==> config.mk <==
export PLATFORM = sky130hd
export DESIGN_NAME = arc4dk_ctrl
export DESIGN_NICKNAME = d
export VERILOG_FILES = /design/src/hw/rtl/arc4dk_pkg.sv /design/src/hw/rtl/arc4dk_ctrl.sv
export SDC_FILE = /design/constraint.sdc
export NUM_CORES = 1
export LEC_CHECK = 0
export BUFFER_PORTS_ARGS = -buffer_cell sky130_fd_sc_hd__buf_2
export CAP_MARGIN = 30
export CELL_PAD_IN_SITES_DETAIL_PLACEMENT = 0
export CELL_PAD_IN_SITES_GLOBAL_PLACEMENT = 2
export CORE_MARGIN = 1.5
export CORE_UTILIZATION = 34
export DETAILED_ROUTE_END_ITERATION = 16
export GPL_TIMING_DRIVEN = 0
export PLACE_DENSITY = 0.79
export SYNTH_ARGS = -nofsm -noshare
export SYNTH_HDL_FRONTEND = slang
export SYNTH_SLANG_ARGS = --single-unit
==> constraint.sdc <==
create_clock -name clk -period 2.93 [get_ports clk]
set_input_delay 0.4395 -clock clk [delete_from_list [all_inputs] [get_ports clk]]
set_output_delay 0.4395 -clock clk [all_outputs]
set_load 0.05 [all_outputs]
==> src/hw/rtl/arc4dk_pkg.sv <==
// Shared constants and types for the double-keystream byte cipher core.
package arc4dk_pkg;

	localparam int unsigned BYTE_W       = 8;
	localparam int unsigned MODE_W       = 3;
	localparam int unsigned PERM_DEPTH   = 256;
	localparam int unsigned IDX_W        = $clog2(PERM_DEPTH);
	localparam int unsigned WARMUP_STEPS = 3072;
	localparam int unsigned WARM_CNT_W   = (WARMUP_STEPS > 0) ? $clog2(WARMUP_STEPS + 1) : 1;

	localparam logic [MODE_W-1:0] MODE_INIT   = 3'd0;
	localparam logic [MODE_W-1:0] MODE_KEY    = 3'd1;
	localparam logic [MODE_W-1:0] MODE_WARMUP = 3'd2;
	localparam logic [MODE_W-1:0] MODE_STREAM = 3'd3;
	localparam logic [MODE_W-1:0] MODE_ENC    = 3'd4;
	localparam logic [MODE_W-1:0] MODE_DEC    = 3'd5;

	// permutation read address source
	typedef enum logic [2:0] {
		RD_I    = 3'd0,
		RD_I1   = 3'd1,
		RD_J    = 3'd2,
		RD_JSUM = 3'd3,
		RD_T    = 3'd4
	} arc4dk_rd_sel_t;

	typedef enum logic [1:0] {
		J_HOLD    = 2'd0,
		J_ADD_S   = 2'd1,
		J_ADD_KEY = 2'd2
	} arc4dk_j_op_t;

	typedef enum logic [1:0] {
		RES_STREAM = 2'd0,
		RES_ENC    = 2'd1,
		RES_DEC    = 2'd2
	} arc4dk_res_op_t;

	typedef struct packed {
		logic           latch;
		logic           clr_idx;
		logic           clr_valid;
		logic           rd_en;
		arc4dk_rd_sel_t rd_sel;
		logic           i_inc;
		arc4dk_j_op_t   j_op;
		logic           cap_si;
		logic           wr_i;
		logic           wr_j;
		logic           cap_k1;
		logic           load_out;
		arc4dk_res_op_t res_op;
	} arc4dk_cmd_t;

	typedef struct packed {
		logic out_full;
	} arc4dk_status_t;

endpackage

==> src/hw/rtl/arc4dk_ctrl.sv <==
// Controller: sequences init, key mixing, warmup and keystream steps over the datapath.
module arc4dk_ctrl import arc4dk_pkg::*; (
	input  logic              clk,
	input  logic              arst_n,
	input  logic              item_valid,
	input  logic [MODE_W-1:0] item_mode,
	output logic              item_ready,
	output arc4dk_cmd_t       cmd,
	input  arc4dk_status_t    status
);

	typedef enum logic [10:0] {
		ST_IDLE = 11'b000_0000_0001,
		ST_INIT = 11'b000_0000_0010,
		ST_WCLR = 11'b000_0000_0100,
		ST_KA   = 11'b000_0000_1000,
		ST_KB   = 11'b000_0001_0000,
		ST_KC   = 11'b000_0010_0000,
		ST_SA   = 11'b000_0100_0000,
		ST_SB   = 11'b000_1000_0000,
		ST_SC   = 11'b001_0000_0000,
		ST_SD   = 11'b010_0000_0000,
		ST_FIN  = 11'b100_0000_0000
	} arc4dk_state_t;

	arc4dk_state_t         state_q, state_d;
	logic [MODE_W-1:0]     mode_q;
	logic                  second_q;
	logic [WARM_CNT_W-1:0] cnt_q;
	logic                  accept;

	assign item_ready = (state_q == ST_IDLE);
	assign accept     = item_valid & item_ready;

	always_comb begin
		state_d = state_q;
		case (state_q)
			ST_IDLE: begin
				if (accept) begin
					case (item_mode)
						MODE_INIT:   state_d = ST_INIT;
						MODE_KEY:    state_d = ST_KA;
						MODE_WARMUP: state_d = ST_WCLR;
						MODE_STREAM,
						MODE_ENC,
						MODE_DEC:    state_d = ST_SA;
						default:     state_d = ST_IDLE;
					endcase
				end
			end
			ST_INIT: state_d = ST_IDLE;
			ST_WCLR: state_d = (cnt_q == '0) ? ST_IDLE : ST_SA;
			ST_KA:   state_d = ST_KB;
			ST_KB:   state_d = ST_KC;
			ST_KC:   state_d = ST_SC;
			ST_SA:   state_d = ST_SB;
			ST_SB:   state_d = ST_SC;
			ST_SC:   state_d = ST_SD;
			ST_SD: begin
				case (mode_q)
					MODE_KEY:    state_d = ST_IDLE;
					MODE_WARMUP: state_d = (cnt_q == WARM_CNT_W'(1)) ? ST_IDLE : ST_SA;
					MODE_STREAM: state_d = ST_FIN;
					default:     state_d = second_q ? ST_FIN : ST_SA;
				endcase
			end
			ST_FIN:  state_d = status.out_full ? ST_FIN : ST_IDLE;
			default: state_d = ST_IDLE;
		endcase
	end

	always_ff @(posedge clk or negedge arst_n) begin
		if (!arst_n) begin
			state_q  <= ST_IDLE;
			mode_q   <= MODE_INIT;
			second_q <= 1'b0;
			cnt_q    <= '0;
		end else begin
			state_q <= state_d;
			if (accept) begin
				mode_q   <= item_mode;
				second_q <= 1'b0;
				cnt_q    <= WARM_CNT_W'(WARMUP_STEPS);
			end else if (state_q == ST_SD) begin
				second_q <= 1'b1;
				if (mode_q == MODE_WARMUP) begin
					cnt_q <= cnt_q - WARM_CNT_W'(1);
				end
			end
		end
	end

	always_comb begin
		cmd           = '0;
		cmd.rd_sel    = RD_I;
		cmd.j_op      = J_HOLD;
		cmd.latch     = accept;
		case (mode_q)
			MODE_ENC: cmd.res_op = RES_ENC;
			MODE_DEC: cmd.res_op = RES_DEC;
			default:  cmd.res_op = RES_STREAM;
		endcase
		case (state_q)
			ST_INIT: begin
				cmd.clr_idx   = 1'b1;
				cmd.clr_valid = 1'b1;
			end
			ST_WCLR: cmd.clr_idx = 1'b1;
			ST_KA: begin
				cmd.rd_en  = 1'b1;
				cmd.rd_sel = RD_I;
			end
			ST_KB: begin
				// j += S[i] + key, then fetch S[i+1]
				cmd.j_op   = J_ADD_KEY;
				cmd.i_inc  = 1'b1;
				cmd.rd_en  = 1'b1;
				cmd.rd_sel = RD_I1;
			end
			ST_KC: begin
				cmd.cap_si = 1'b1;
				cmd.rd_en  = 1'b1;
				cmd.rd_sel = RD_J;
			end
			ST_SA: begin
				// the previous step's output byte is on the read data here
				cmd.cap_k1 = second_q;
				cmd.i_inc  = 1'b1;
				cmd.rd_en  = 1'b1;
				cmd.rd_sel = RD_I1;
			end
			ST_SB: begin
				cmd.cap_si = 1'b1;
				cmd.j_op   = J_ADD_S;
				cmd.rd_en  = 1'b1;
				cmd.rd_sel = RD_JSUM;
			end
			ST_SC: cmd.wr_i = 1'b1;
			ST_SD: begin
				cmd.wr_j   = 1'b1;
				cmd.rd_en  = 1'b1;
				cmd.rd_sel = RD_T;
			end
			ST_FIN: cmd.load_out = ~status.out_full;
			default: ;
		endcase
	end

endmodule

**Word-level counts from Yosys, hierarchy flattened**

Index checks and enable logic that the tools add are counted.

- Add/subtract/negate cells: 1
- Equality and inequality tests: 23
- Multiplexer cells: 24
- Bitwise gates (word level): 2
- Reduce and logical (&&, ||, !) cells: 9

Operators with widths:

| kind | number |
|---|---|
| $pmux 11 s9 | 1 |
| $mux 12 | 3 |
| $mux 11 | 3 |
| $pmux 11 s3 | 1 |
| $pmux 7 s4 | 1 |
| $pmux 4 s5 | 1 |
| $mux 7 | 2 |
| $eq 12x1->1 const B | 1 |
| $eq 3x2->1 const B | 4 |
| $eq 3x3->1 const B | 4 |
| $logic_not 12->1 | 1 |
| $sub 12x1->12 const B | 1 |
| $eq 11x1->1 const B | 1 |
| $eq 11x10->1 const B | 1 |
| $eq 11x11->1 const B | 1 |
| $eq 11x2->1 const B | 1 |
| $eq 11x3->1 const B | 1 |
| $eq 11x4->1 const B | 1 |
| $eq 11x5->1 const B | 1 |
| $eq 11x6->1 const B | 1 |
| $eq 11x7->1 const B | 1 |
| $eq 11x8->1 const B | 1 |
| $eq 11x9->1 const B | 1 |
| $mux 1 | 10 |
| other kinds (10) | 15 |

- Bits in registers: 27
- Bits of input ports: 7

**Logic depth before layout (Yosys ltp)**

- Word-level depth: 5
- Gate-level depth with buffers: 7

**Worst setup path after synthesis**

No wires, ideal clock.

- Path type: reg2out
- Start point: register state_q[2]
- End point: output cmd[7] (netlist name)
- Data arrival time: 2946 ps
- Slack: -455 ps
- Cell stages (with the launch flop): 6
- Cells stage by stage: dfrtp_1 > clkbuf_1 > nor4_2 > nand2_1 > nor4_1 > nor4b_1

RTL lines:

| what | line | RTL |
|---|---|---|
| start: declaration | arc4dk_ctrl.sv:26 | `arc4dk_state_t state_q, state_d;` |
| start signal: assignment | arc4dk_ctrl.sv:79 | `state_q <= state_d;` |
| end: declaration | arc4dk_ctrl.sv:8 | `output arc4dk_cmd_t cmd,` |

**Final worst setup path**

- Start point: register state_q[5]
- End point: output cmd[16] (netlist name)

- Word-level cells in the longest chain between the ends: 2

Ends and longest elaborated chain:

| what | line | RTL |
|---|---|---|
| $eq 11x1->1 | arc4dk_ctrl.sv:32 | `assign item_ready = (state_q == ST_IDLE);` |
| $and 1x1->1 | arc4dk_ctrl.sv:33 | `assign accept = item_valid & item_ready;` |

No other way between the ends.

==> results.toml <==
[status]
status = "completed"

[floorplan]
rows = 25
fp.dieW_microns = 74.63
die_h_microns = 74.63
start_util_pct = 36.21
pin_count = 25
core_area_sq_um = 4817
dieArea_sq_um = 5569

[worst_setup_path]
worst_setup_path_start_kind = "register"
path_class = "register to primary output"
cp_max_fo = 10
arrival_ns = 2.37
end_kind = "primary output"
cp.required_ns = 2.49

[timing]
setup_tns_ns = 0
max_freq_mhz = 355.4
worst_pin_slew_ns = 0.6245
slew_violations = 0
final-setup-viol-count = 0
fin_ws_ns = 0.1163
period_needed_ns = 2.814
hold_viol_final = 0
skew_ns = 0.009604
finalCritPeriodShare_pct = 96.03
relSlewSlack_pct = 58.36
hold_slack_ns = 0.1635

[synthesis]
yosysTopAreaCell = "dfrtp_1"
synth_cells = 197
synth_ff_type = "dfrtp_1"
synth-seq-cells = 27
synthDistinctLibCells = 46
ys_warn_count = 0
syn_area_per_cell_sq_um = 8.854
synth_top_area_share_pct = 37.30
async_flop_share_pct = 100.0
synth-seq-area-share_pct = 38.81
netlist_area_sq_um = 1744
synthTopCellsByArea = "dfrtp_1, xor2_1, nor2_1, nand2_1, nand3_1"
synth_nets = 207
synth-edff-count = 0

[layout]
post-route-cell-area_sq_um = 2043
drive_above_1_share_pct = 22.37
num_antenna_cells = 0
fin_util_pct = 42.42
fillCellCount = 533
design.final.nets = 239
syn_to_final_growth_pct = 17.14

[cts]
numCtsBuffers = 3
htree_num_levels = 1
clk_pin_slew_worst_paths_ns = 0.11
tritoncts = "yes"
clock_path_buffers = 2
clock_sinks = 27
clockRootBuffer = "clkbuf_8"
clk_latency_ns = 0.28

[worst_hold_path]
hold_class = "input port to asynchronous set/reset pin"

[drt]
wire_per_inst_microns = 13.19
route.detailed.drc = 0
wl_mm = 3.891
via_per_inst = 5.088
drt-initial-drc-count = 99
vias = 1501
drtPass1Iterations = 4
ant_nets = 0

[run]
maxCapViolCount = 0

[global_routing]
grt_pass1_wl_mm = 6.486
antenna_found_initial = 0
grt_start_max_net_pins = 28
grt_usage_pct = 15.03
grt_overflow = 0
first_global_vias = 1333

[power]
ir_worst_vdd_mv = 0.4473
leakage_nw = 0.9384
p_per_area_nw_per_um2 = 686.6

[placement]
pre_cts_slack_ns = 0.2387
io_buffers = 24
place_area_sq_um = 1954
place.gp.congestion = 0.9149
dpl.hpwl_mm = 2.874
[layout make-up]
cell class	count	area [sq um]	share of cell area, %
repair buffers	27	145.1	7.103
multi-input cells	144	965.9	47.27
clock buffers	3	41.29	2.021
inverters	13	48.80	2.388
flip-flops and latches	27	676.9	33.13
plain buffers	13	73.82	3.613
clock inverters	1	7.507	0.3674
well taps	67	83.83	4.103
[what timing repair did]
action | 4_1_cts | 5_1_grt
hold buffers | 0 | 0
gates resized for setup | 1 | 2
setup buffers | 1 | 2
setup endpoints to repair | 1 | 3
pin swaps | 1 | 3
[state kept, by name, summed over array words and instances (netlist names)]
| signal | count |
|---|---|
| state_q | 11 |
| second_q | 1 |
| mode_q | 3 |
| cnt_q | 12 |
[metal layers]
layer	vias to the layer above	GRT usage (%)	routed length, microns
met4	0	3.636	26
met2	28	22.52	1722
met5	-	0	0
met1	721	22.78	2001
li1	750	-	-
met3	2	2.276	140
[cells in the final DEF (no fill, tap or decap), types with 3 or more instances in the layout]
cell type  synthesis  routed
and3_1             3       3
and4_1             3       3
buf_2              5      28
buf_4              1       5
clkbuf_1           5       5
clkbuf_8           0       3
dfrtp_1           26      26
ha_1               3       3
inv_1             12      12
mux2i_1            3       3
nand2_1           16      16
nand2b_1           7       7
nand3_1           11      11
nand4b_1           4       4
nor2_1            26      26
nor2b_1            3       3
nor3_1             4       4
nor3b_1            5       5
nor4_1             5       4
nor4_2             3       3
o21ai_0            7       7
xor2_1            13      13
[critical path: stages (launching register included)]
cell and delay (ns):
dfrtp_1 0.39, buf_6 0.14, or4_4 0.58, nor4_4 0.32, nand2_4 0.11, inv_2 0.12, buf_6 0.15, buf_4 0.11
buf_4 0.18
[final timing paths]
| check | slack (ns) | startpoint | to | cells after the start |
|---|---|---|---|---|
| worst min register to register | 0.54 | cnt_q[11] | cnt_q[11] | 2 |
| worst max register to register | 0.86 | state_q[5] | state_q[0] | 7 |
| max in group asynchronous | 2.35 | arst_n | state_q[4] | 1 |
| worst min-delay path | 0.16 | arst_n | mode_q[2] | 1 |
| worst max-delay path | 0.12 | state_q[5] | cmd[16] | 8 |
| min in group clk | 0.37 | item_mode[0] | state_q[1] | 2 |
[cell families (layout without fill, tap and decap cells)]
family	Yosys count	in the layout	synth area share, %
compound gates	20	20	7.676
simple gates	105	105	36.08
flops	27	27	38.81
xor+xnor	13	13	6.528
fa+ha+maj	3	3	2.152
buf+inv	26	57	7.030
mux	3	3	1.722
[per-stage QoR]
stage | std cells | power (mW)
after global placement | 288 | 1.130
final | 295 | 1.403
after floorplan | 197 | 0.9919
after CTS | 293 | 1.385
after detailed placement | 288 | 1.137
after global routing | 295 | 1.510
[report_power, final]
group / total [mW] / internal (mW) / switching (mW)
combinational: 0.707 / 0.261 / 0.446
sequential: 0.471 / 0.417 / 0.0547
clock: 0.225 / 0.0967 / 0.128
[synth_stat cells, types with 2 or more instances]
cell / n
o2111ai_1: 2
nor4b_1: 3
or3_1: 2
o22ai_1: 2
buf_6: 2
and4_1: 3
nor3b_1: 5
nor2b_1: 3
ha_1: 3
inv_1: 12
nor4_2: 3
nor3_1: 4
and3_1: 3
buf_2: 5
dfrtp_1: 26
nand2_1: 16
clkbuf_1: 5
or4_1: 2
nor2_1: 26
o21ai_0: 7
nand3_1: 11
mux2i_1: 3
nand4b_1: 4
xor2_1: 13
nand2b_1: 7
nor4_1: 5
No activity file was read; power rests on OpenSTA's default activity.
