## src/hw/rtl/arc4dk_pkg.sv

```systemverilog
// Shared constants and types for the double-keystream byte cipher core.
package arc4dk_pkg;

	localparam int unsigned BYTE_W       = 8;
	localparam int unsigned MODE_W       = 3;
	localparam int unsigned PERM_DEPTH   = 256;
	localparam int unsigned IDX_W        = $clog2(PERM_DEPTH);
	localparam int unsigned WARMUP_STEPS = 3072;
	localparam int unsigned WARM_CNT_W   = (WARMUP_STEPS > 0) ? $clog2(WARMUP_STEPS + 1) : 1;

	localparam logic [MODE_W-1:0] MODE_INIT   = 3'd0;
	localparam logic [MODE_W-1:0] MODE_KEY    = 3'd1;
	localparam logic [MODE_W-1:0] MODE_WARMUP = 3'd2;
	localparam logic [MODE_W-1:0] MODE_STREAM = 3'd3;
	localparam logic [MODE_W-1:0] MODE_ENC    = 3'd4;
	localparam logic [MODE_W-1:0] MODE_DEC    = 3'd5;

	// permutation read address source
	typedef enum logic [2:0] {
		RD_I    = 3'd0,
		RD_I1   = 3'd1,
		RD_J    = 3'd2,
		RD_JSUM = 3'd3,
		RD_T    = 3'd4
	} arc4dk_rd_sel_t;

	typedef enum logic [1:0] {
		J_HOLD    = 2'd0,
		J_ADD_S   = 2'd1,
		J_ADD_KEY = 2'd2
	} arc4dk_j_op_t;

	typedef enum logic [1:0] {
		RES_STREAM = 2'd0,
		RES_ENC    = 2'd1,
		RES_DEC    = 2'd2
	} arc4dk_res_op_t;

	typedef struct packed {
		logic           latch;
		logic           clr_idx;
		logic           clr_valid;
		logic           rd_en;
		arc4dk_rd_sel_t rd_sel;
		logic           i_inc;
		arc4dk_j_op_t   j_op;
		logic           cap_si;
		logic           wr_i;
		logic           wr_j;
		logic           cap_k1;
		logic           load_out;
		arc4dk_res_op_t res_op;
	} arc4dk_cmd_t;

	typedef struct packed {
		logic out_full;
	} arc4dk_status_t;

endpackage

```

## src/hw/rtl/arc4dk_ram.sv

```systemverilog
// Generic single-write, single-read RAM with registered read data.
module arc4dk_ram #(
	parameter int unsigned WIDTH = 8,
	parameter int unsigned DEPTH = 256
) (
	input  logic                     clk,
	input  logic                     we,
	input  logic [$clog2(DEPTH)-1:0] waddr,
	input  logic [WIDTH-1:0]         wdata,
	input  logic                     re,
	input  logic [$clog2(DEPTH)-1:0] raddr,
	output logic [WIDTH-1:0]         rdata
);

	logic [WIDTH-1:0] mem [DEPTH];

	always_ff @(posedge clk) begin
		if (we) begin
			mem[waddr] <= wdata;
		end
		if (re) begin
			rdata <= mem[raddr];
		end
	end

endmodule

```

## src/hw/rtl/arc4dk_datapath.sv

```systemverilog
// Datapath: permutation RAM with valid bits, indices, swap registers and result register.
module arc4dk_datapath import arc4dk_pkg::*; (
	input  logic              clk,
	input  logic              arst_n,
	input  arc4dk_cmd_t       cmd,
	output arc4dk_status_t    status,
	input  logic [BYTE_W-1:0] data_byte,
	input  logic              segment_end,
	output logic              out_valid,
	input  logic              out_ready,
	output logic [BYTE_W-1:0] out_byte,
	output logic              segment_end_out
);

	logic [IDX_W-1:0]      i_q, j_q;
	logic [BYTE_W-1:0]     data_q;
	logic                  seg_q;
	logic [BYTE_W-1:0]     si_q, sj_q, k1_q;
	logic [PERM_DEPTH-1:0] vld_q;
	logic [IDX_W-1:0]      rd_addr_q;
	logic                  rd_vld_q;
	logic                  byp_q;
	logic                  out_vld_q;
	logic [BYTE_W-1:0]     out_byte_q;
	logic                  out_seg_q;

	logic [IDX_W-1:0]  raddr, waddr;
	logic [BYTE_W-1:0] wdata, ram_rdata, rdval, res;
	logic              we;

	// entries not written since init read as identity
	assign rdval = byp_q ? si_q : (rd_vld_q ? ram_rdata : rd_addr_q);

	always_comb begin
		case (cmd.rd_sel)
			RD_I:    raddr = i_q;
			RD_I1:   raddr = i_q + IDX_W'(1);
			RD_J:    raddr = j_q;
			RD_JSUM: raddr = j_q + rdval;
			RD_T:    raddr = si_q + sj_q;
			default: raddr = i_q;
		endcase
	end

	assign we    = cmd.wr_i | cmd.wr_j;
	assign waddr = cmd.wr_i ? i_q : j_q;
	assign wdata = cmd.wr_i ? rdval : si_q;

	arc4dk_ram #(
		.WIDTH(BYTE_W),
		.DEPTH(PERM_DEPTH)
	) u_perm_ram (
		.clk   (clk),
		.we    (we),
		.waddr (waddr),
		.wdata (wdata),
		.re    (cmd.rd_en),
		.raddr (raddr),
		.rdata (ram_rdata)
	);

	always_ff @(posedge clk or negedge arst_n) begin
		if (!arst_n) begin
			i_q   <= '0;
			j_q   <= '0;
			vld_q <= '0;
		end else begin
			if (cmd.clr_idx) begin
				i_q <= '0;
			end else if (cmd.i_inc) begin
				i_q <= i_q + IDX_W'(1);
			end
			if (cmd.clr_idx) begin
				j_q <= '0;
			end else begin
				case (cmd.j_op)
					J_ADD_S:   j_q <= j_q + rdval;
					J_ADD_KEY: j_q <= j_q + rdval + data_q;
					default:   j_q <= j_q;
				endcase
			end
			if (cmd.clr_valid) begin
				vld_q <= '0;
			end else if (we) begin
				vld_q[waddr] <= 1'b1;
			end
		end
	end

	// read-side tags; the t read bypasses the j write issued in the same cycle
	always_ff @(posedge clk) begin
		if (cmd.rd_en) begin
			rd_addr_q <= raddr;
			rd_vld_q  <= vld_q[raddr];
			byp_q     <= (cmd.rd_sel == RD_T) && (raddr == j_q);
		end
		if (cmd.latch) begin
			data_q <= data_byte;
			seg_q  <= segment_end;
		end
		if (cmd.cap_si) begin
			si_q <= rdval;
		end
		if (cmd.wr_i) begin
			sj_q <= rdval;
		end
		if (cmd.cap_k1) begin
			k1_q <= rdval;
		end
	end

	always_comb begin
		case (cmd.res_op)
			RES_ENC: res = (data_q ^ k1_q) + rdval;
			RES_DEC: res = (data_q - rdval) ^ k1_q;
			default: res = rdval;
		endcase
	end

	always_ff @(posedge clk or negedge arst_n) begin
		if (!arst_n) begin
			out_vld_q <= 1'b0;
		end else if (cmd.load_out) begin
			out_vld_q <= 1'b1;
		end else if (out_ready) begin
			out_vld_q <= 1'b0;
		end
	end

	always_ff @(posedge clk) begin
		if (cmd.load_out) begin
			out_byte_q <= res;
			out_seg_q  <= seg_q;
		end
	end

	assign status.out_full = out_vld_q & ~out_ready;
	assign out_valid       = out_vld_q;
	assign out_byte        = out_byte_q;
	assign segment_end_out = out_seg_q;

endmodule

```

## config.mk

```make
export PLATFORM = sky130hd
export DESIGN_NAME = arc4dk_datapath
export DESIGN_NICKNAME = d
export VERILOG_FILES = /design/src/hw/rtl/arc4dk_pkg.sv /design/src/hw/rtl/arc4dk_ram.sv /design/src/hw/rtl/arc4dk_datapath.sv
export SDC_FILE = /design/constraint.sdc
export NUM_CORES = 2
export LEC_CHECK = 0
export BUFFER_PORTS_ARGS = -buffer_cell sky130_fd_sc_hd__buf_2
export CAP_MARGIN = 20
export CELL_PAD_IN_SITES_DETAIL_PLACEMENT = 0
export CELL_PAD_IN_SITES_GLOBAL_PLACEMENT = 2
export CORE_UTILIZATION = 40
export CTS_CLUSTER_SIZE = 12
export DETAILED_ROUTE_END_ITERATION = 10
export PLACE_DENSITY_LB_ADDON = 0.1
export SETUP_SLACK_MARGIN = 0.4
export SLEW_MARGIN = 20
export SYNTH_ARGS = -nofsm -noshare
export SYNTH_HDL_FRONTEND = slang
export SYNTH_SLANG_ARGS = --single-unit
```

## constraint.sdc

```tcl
create_clock -name clk -period 16 [get_ports clk]
set_input_delay 0.8 -clock clk [delete_from_list [all_inputs] [get_ports clk]]
set_output_delay 0.8 -clock clk [all_outputs]
set_load 0.005 [all_outputs]
```

### Yosys cells after proc, flatten, opt, wreduce, memory -nomap -nowiden

Memories as Yosys holds them, arrays and structs flattened. A register that Yosys moved wholly into a read port is not among the register bits.
Index checks and enable logic that the tools add are counted.

* register bits after elaboration: 325
* memory bits (writable): 2048
* bits of input ports: 29
* output and inout bits: 11
* logic and storage cells: 65
* memories: 1

* $add $sub $neg: 6
* magnitude comparators: 3
* equal/unequal tests: 9
* muxes and demuxes: 20
* bitwise logic cells: 6
* reduce and logical (&&, ||, !) cells: 6

Memory list
* u_perm_ram.mem: words 256, bits a word 8, read ports 1, clocked after Yosys merged registers in 1, wr ports 1, RTL line arc4dk_ram.sv:15 `logic [WIDTH-1:0] mem [DEPTH];`

Operators by type and width (number)
* $mux W256: 2
* $or A256 B256 Y256: 1
* $mux W8: 7
* $add A8 B8 Y8: 4
* $pmux W8 S2: 2
* $pmux W8 S4: 1
* $lt A8 B9 Y1 const B: 2
* $xor A8 B8 Y8: 2
* $add A8 B1 Y8 const B: 1
* $bmux W1 S8: 1
* $demux W1 S8: 1
* $eq A8 B8 Y1: 1
* $ge A8 B1 Y1 const B: 1
* $sub A8 B8 Y8: 1
* $eq A3 B2 Y1 const B: 2
* $mux W1: 6
* $reduce_bool A2 Y1: 3
* $eq A2 B1 Y1 const B: 2
* $eq A2 B2 Y1 const B: 2
* $eq A3 B1 Y1 const B: 1
* $eq A3 B3 Y1 const B: 1
* $reduce_bool A3 Y1: 1
* $logic_and A1 B1 Y1: 2
* $and A1 B1 Y1: 1
* 2 further kinds: 2

### Logic depth before layout (Yosys ltp)

* word-level depth: 8
* mapped depth: 22
* depth with buffers taken out: 17

### Hierarchy

A second synthesis with hierarchy kept.

* cell total of the unflattened synthesis: 5561
* area total of the unflattened synthesis: 96326.1 µm²

Modules (own cells, without submodules)
* arc4dk_ram: instances 1, cells each 3733, area each 79636.4 µm², sequential area each 61739.2 µm²
* arc4dk_datapath: instances 1, cells each 1828, area each 16689.8 µm², sequential area each 8393.0 µm²

### Worst setup path after synthesis

Ideal clock, no wire load.

* kind: input-to-reg
* start: in cmd[5] (netlist name)
* end: mem u_perm_ram.mem[0][1] (data pin)
* setup time: 2.191 ns
* data arrival time: 11.167 ns
* data required time: 13.809 ns
* slack: 2.642 ns
* stages: 3
* buffers on the path: 2
* path through: buf_1 -> buf_1 -> o21ai_0

* cells in the longest elaborated chain, start to end: 1

RTL lines
* from (decl): RTL line arc4dk_datapath.sv:5 `input arc4dk_cmd_t cmd,`
* $mux W8: RTL line arc4dk_datapath.sv:47 `assign wdata = cmd.wr_i ? rdval : si_q;`
* via u_perm_ram.wdata[1]: RTL line arc4dk_ram.sv:9 `input logic [WIDTH-1:0] wdata,`
* to (decl): RTL line arc4dk_ram.sv:15

The timed path passes the listed nets, and every way through them passes these cells.

### Worst setup path in the final report

* start: reg rd_vld_q
* end: reg u_perm_ram.rdata[6], read port of u_perm_ram.mem (data pin)

* cells in the longest elaborated chain, start to end: 4

RTL lines
* from (decl): RTL line arc4dk_datapath.sv:21 `logic rd_vld_q;`
* from (signal assigned): RTL line arc4dk_datapath.sv:94 `rd_vld_q <= vld_q[raddr];`
* $mux W8 (2 in series): RTL line arc4dk_datapath.sv:32 `assign rdval = byp_q ? si_q : (rd_vld_q ? ram_rdata : rd_addr_q);`
* via rdval[0]: RTL line arc4dk_datapath.sv:28 `logic [BYTE_W-1:0] wdata, ram_rdata, rdval, res;`
* $add A8 B8 Y8: RTL line arc4dk_datapath.sv:39 `RD_JSUM: raddr = j_q + rdval;`
* $pmux W8 S4: RTL line arc4dk_datapath.sv:35 `case (cmd.rd_sel)`
* to (decl): RTL line arc4dk_ram.sv:12 `output logic [WIDTH-1:0] rdata`

The timed path passes the listed nets, and every way through them passes these cells.
A chain may end at the register's enable or synchronous reset.

==> out/metrics.yaml <==
status:
  status: "finished, final reports clean"
timing:
  setup_viol: 0
  final-hold-violation-count: 0
  max-slew-margin-rel_pct: 19.7
  grt_setup_unrepaired: "no"
  worst_pin_slew_ns: 1.20
  drv_slew: 0
  fin_skew_ns: 0.0538
  fin_crit_sh_pct: 53.2
  fmax_ghz: 0.117
  tns_ns: 0
  post-route-min-period_ns: 8.52
  layout_setup_ws_ns: 7.48
place:
  dpl_worst_slack_ns: 7.50
  post-dp-hpwl_um: 203000
  port_buffers: 39
  gp_congestion: 0.830
  placed_area_um2: 102000
die:
  rows: 181
  die_x_um: 498
  die_area_um2: 248000
  die_y_um: 498
  start_util_pct: 40.3
  top_level_ports: 40
  fp.coreArea_um2: 244000
worst_hold_path:
  whs_path_depth: 1
  holdCritPathClass: "in -> reg"
  hp-start: "data_byte[0]"
  hold_end: "data_q[0]"
route:
  ant_nets: 0
  num_vias: 64600
  drtIter0Drc: 7406
  via_per_inst: 5.88
  dr.pass1.iters: 6
  post-route-drc-count: 0
  drt_wl_total_um: 347000
  routedWlPerCell_um: 31.6
global_routing:
  grt_max_degree: 154
  first_global_vias: 61300
  grt_pass1_wl_um: 487000
  overflow: 0
  grt_usage_pct: 27.7
  antenna_found_initial: 28
critical_path:
  path_class: "reg -> reg"
  reg2reg_depth: 24
  crit_fanout: 114
  worstSetupEndpointType: "flip-flop"
  r2r-start: "rd_vld_q"
  critPathLaunchType: "flip-flop"
  crit_start: "rd_vld_q"
  required_ns: 16.62
  cp.arrival_ns: 9.14
  rr_endpoint: "u_perm_ram.rdata[6]"
  r2r_slack_ns: 7.48
synthesis:
  synth-xor-area-share_pct: 0.553
  synth_top_family_by_area: "simple AND/OR/NAND/NOR gates"
  seq_area_frac_synth_pct: 71.4
  synth_fp_nets: 7644
  synthArstFlopShare_pct: 11.5
  synthMuxAreaShare_pct: 3.57
  synthSimpleGateAreaFrac_pct: 15.0
  synth_seq_cells: 2381
  syn_avg_cell_area_um2: 13.0
  syn-cell-area_um2: 98300
  syn_inst: 7572
  synth-main-ff-cell: "edfxtp_1"
  synth_edf_count: 2108
  synth_compound_area_share_pct: 6.37
  synth-adder-area-share_pct: 0.586
  yosys_warnings: 0
  synth_cell_types: 77
power_and_ir_drop:
  sw_frac_of_total_pct: 33.2
  power_density_nw_per_um2: 163
  power.internal_w: 0.0121
  power.share.clock_pct: 34.4
  max-vdd-ir-drop_mv: 0.108
  p_leak_nw: 38.0
  p_switching_w: 0.00604
  p_seq_share_pct: 40.9
  p_comb_share_pct: 24.8
clock_tree:
  cts.sinks: 2381
  cts_resized: 0
  cts_max_level: 5
  cts_buffers: 286
  post-cts-setup-buffer-count: 0
  clk_latency_ns: 0.94
  cts_root_buffer: "clkbuf_16"
  clk_pin_slew_ns: 0.06
  tritoncts: "done"
  clock_path_buffers: 4
final_layout:
  fin_area_um2: 111000
  drive_gt1_share_pct: 11.3
  finish.net_count: 7650
  fillers: 21900
  syn_to_final_growth_pct: 13.3
  layout_common_cells: "2108 x edfxtp_1, 1671 x nand2_1, 739 x nor2_1"
  mostFrequentLayoutCell: "edfxtp_1"
job:
  drv_cap: 0
[stage by stage]
step	util, %	power, W	cells	hold WS [ns]
6_report	45.7	0.0182	11000	0.0847
3_5_place_dp	42.0	0.0121	10500	0.407
2_1_floorplan	-	0.0100	7572	0.400
3_3_place_gp	41.9	0.0120	10500	0.401
4_1_cts	45.6	0.0183	11000	0.0319
5_1_grt	45.7	0.0187	11000	0.0475
[worst max path at each step]
stage,to,slack (ns),depth (start not counted)
2_1_floorplan,u_perm_ram.mem[0][1],2.64,3
3_3_place_gp,u_perm_ram.rdata[6],7.42,24
3_5_place_dp,u_perm_ram.rdata[6],7.50,24
4_1_cts,u_perm_ram.rdata[6],7.49,24
5_1_grt,u_perm_ram.rdata[6],7.27,24
6_report,u_perm_ram.rdata[6],7.48,24
[state kept, by name, summed over array words and instances, names as in the netlist]
name,count
u_perm_ram.mem,2048
vld_q,256
data_q,8
i_q,8
j_q,8
k1_q,8
out_byte,8
rd_addr_q,8
si_q,8
sj_q,8
u_perm_ram.rdata,8
byp_q,1
out_valid,1
rd_vld_q,1
seg_q,1
segment_end_out,1
[Yosys cell counts (20+ instances only)]
master / number / share of area (%)
o211ai_1: 20 / 0.15
xnor2_1: 44 / 0.39
o21ba_2: 31 / 0.32
mux4_2: 115 / 2.6
nor3_1: 37 / 0.19
clkbuf_1: 234 / 0.89
nor4b_1: 85 / 0.76
a21oi_1: 139 / 0.71
dfrtp_1: 273 / 7.0
edfxtp_1: 2108 / 64
a311oi_1: 205 / 1.8
nand3_1: 699 / 3.6
nor2_1: 779 / 3.0
a211oi_1: 92 / 0.70
o21ai_0: 48 / 0.24
a22oi_1: 46 / 0.35
a31oi_1: 109 / 0.69
nand2_1: 1689 / 6.5
mux2i_1: 80 / 0.81
ha_1: 38 / 0.48
inv_1: 41 / 0.16
buf_2: 200 / 1.0
nand4_1: 26 / 0.17
and3_1: 80 / 0.51
buf_1: 84 / 0.32
[layout make-up]
| cell class | instances | area (um^2) | share of cell area [%] |
|---|---|---|---|
| diodes | 5 | 12.5 | 0.0112 |
| repair buffers | 247 | 2020 | 1.82 |
| clock inverters | 80 | 617 | 0.554 |
| flip-flops and latches | 2381 | 70100 | 63.0 |
| clock buffers | 415 | 8250 | 7.41 |
| multi-input cells | 4616 | 26100 | 23.4 |
| well taps | 3202 | 4010 | 3.60 |
| inverters | 46 | 200 | 0.180 |
[power groups by stage]
stage | clock network, W | registers, W | logic, W
6_report | 0.00625 | 0.00743 | 0.00451
2_1_floorplan | 0 | 0.00759 | 0.00245
4_1_cts | 0.00634 | 0.00743 | 0.00451
3_3_place_gp | 0 | 0.00756 | 0.00447
5_1_grt | 0.00656 | 0.00743 | 0.00475
3_5_place_dp | 0 | 0.00756 | 0.00450
[worst max-delay path, stage by stage, from the launching register on]
cell       delay, ns
edfxtp_1        0.62
mux2i_1         0.27
o21ai_0         0.23
buf_4           0.20
ha_1            0.17
inv_1           0.05
fa_1            0.54
nor2b_1         0.07
o21ai_0         0.32
a21oi_4         0.10
buf_12          0.26
nor3_4          0.31
buf_4           0.51
buf_12          0.52
buf_4           0.64
buf_4           0.68
buf_4           0.50
nor2_1          0.15
nand2_1         0.12
o2111ai_1       0.13
nand4_1         0.14
a21boi_0        0.24
o311ai_1        0.82
buf_4           0.24
o221ai_1        0.11
[cells by family (layout without fill, tap and decap cells)]
group | after synthesis | after routing
flip-flops | 2381 | 2381
XOR/XNOR | 62 | 62
buffers and inverters | 575 | 788
other | 0 | 5
AO/OA/AOI/OAI | 850 | 850
adder cells (fa/ha/maj) | 43 | 43
AND/OR/NAND/NOR | 3456 | 3456
multiplexers | 205 | 205
[routing by layer]
| metal | routed length (um) | part of all wire (%) | GRT usage (%) |
|---|---|---|---|
| met5 | 0 | 0 | 0 |
| met4 | 9300 | 2.7 | 7.60 |
| met3 | 25000 | 7.2 | 4.49 |
| met2 | 161000 | 46 | 43.3 |
| met1 | 152000 | 44 | 39.9 |
[repair_timing]
action                     4_1_cts  5_1_grt
hold buffers                     1        0
hold endpoints to repair        70        0
setup endpoints to repair        0        0
Note: power is estimated with default switching activity, not from simulation.
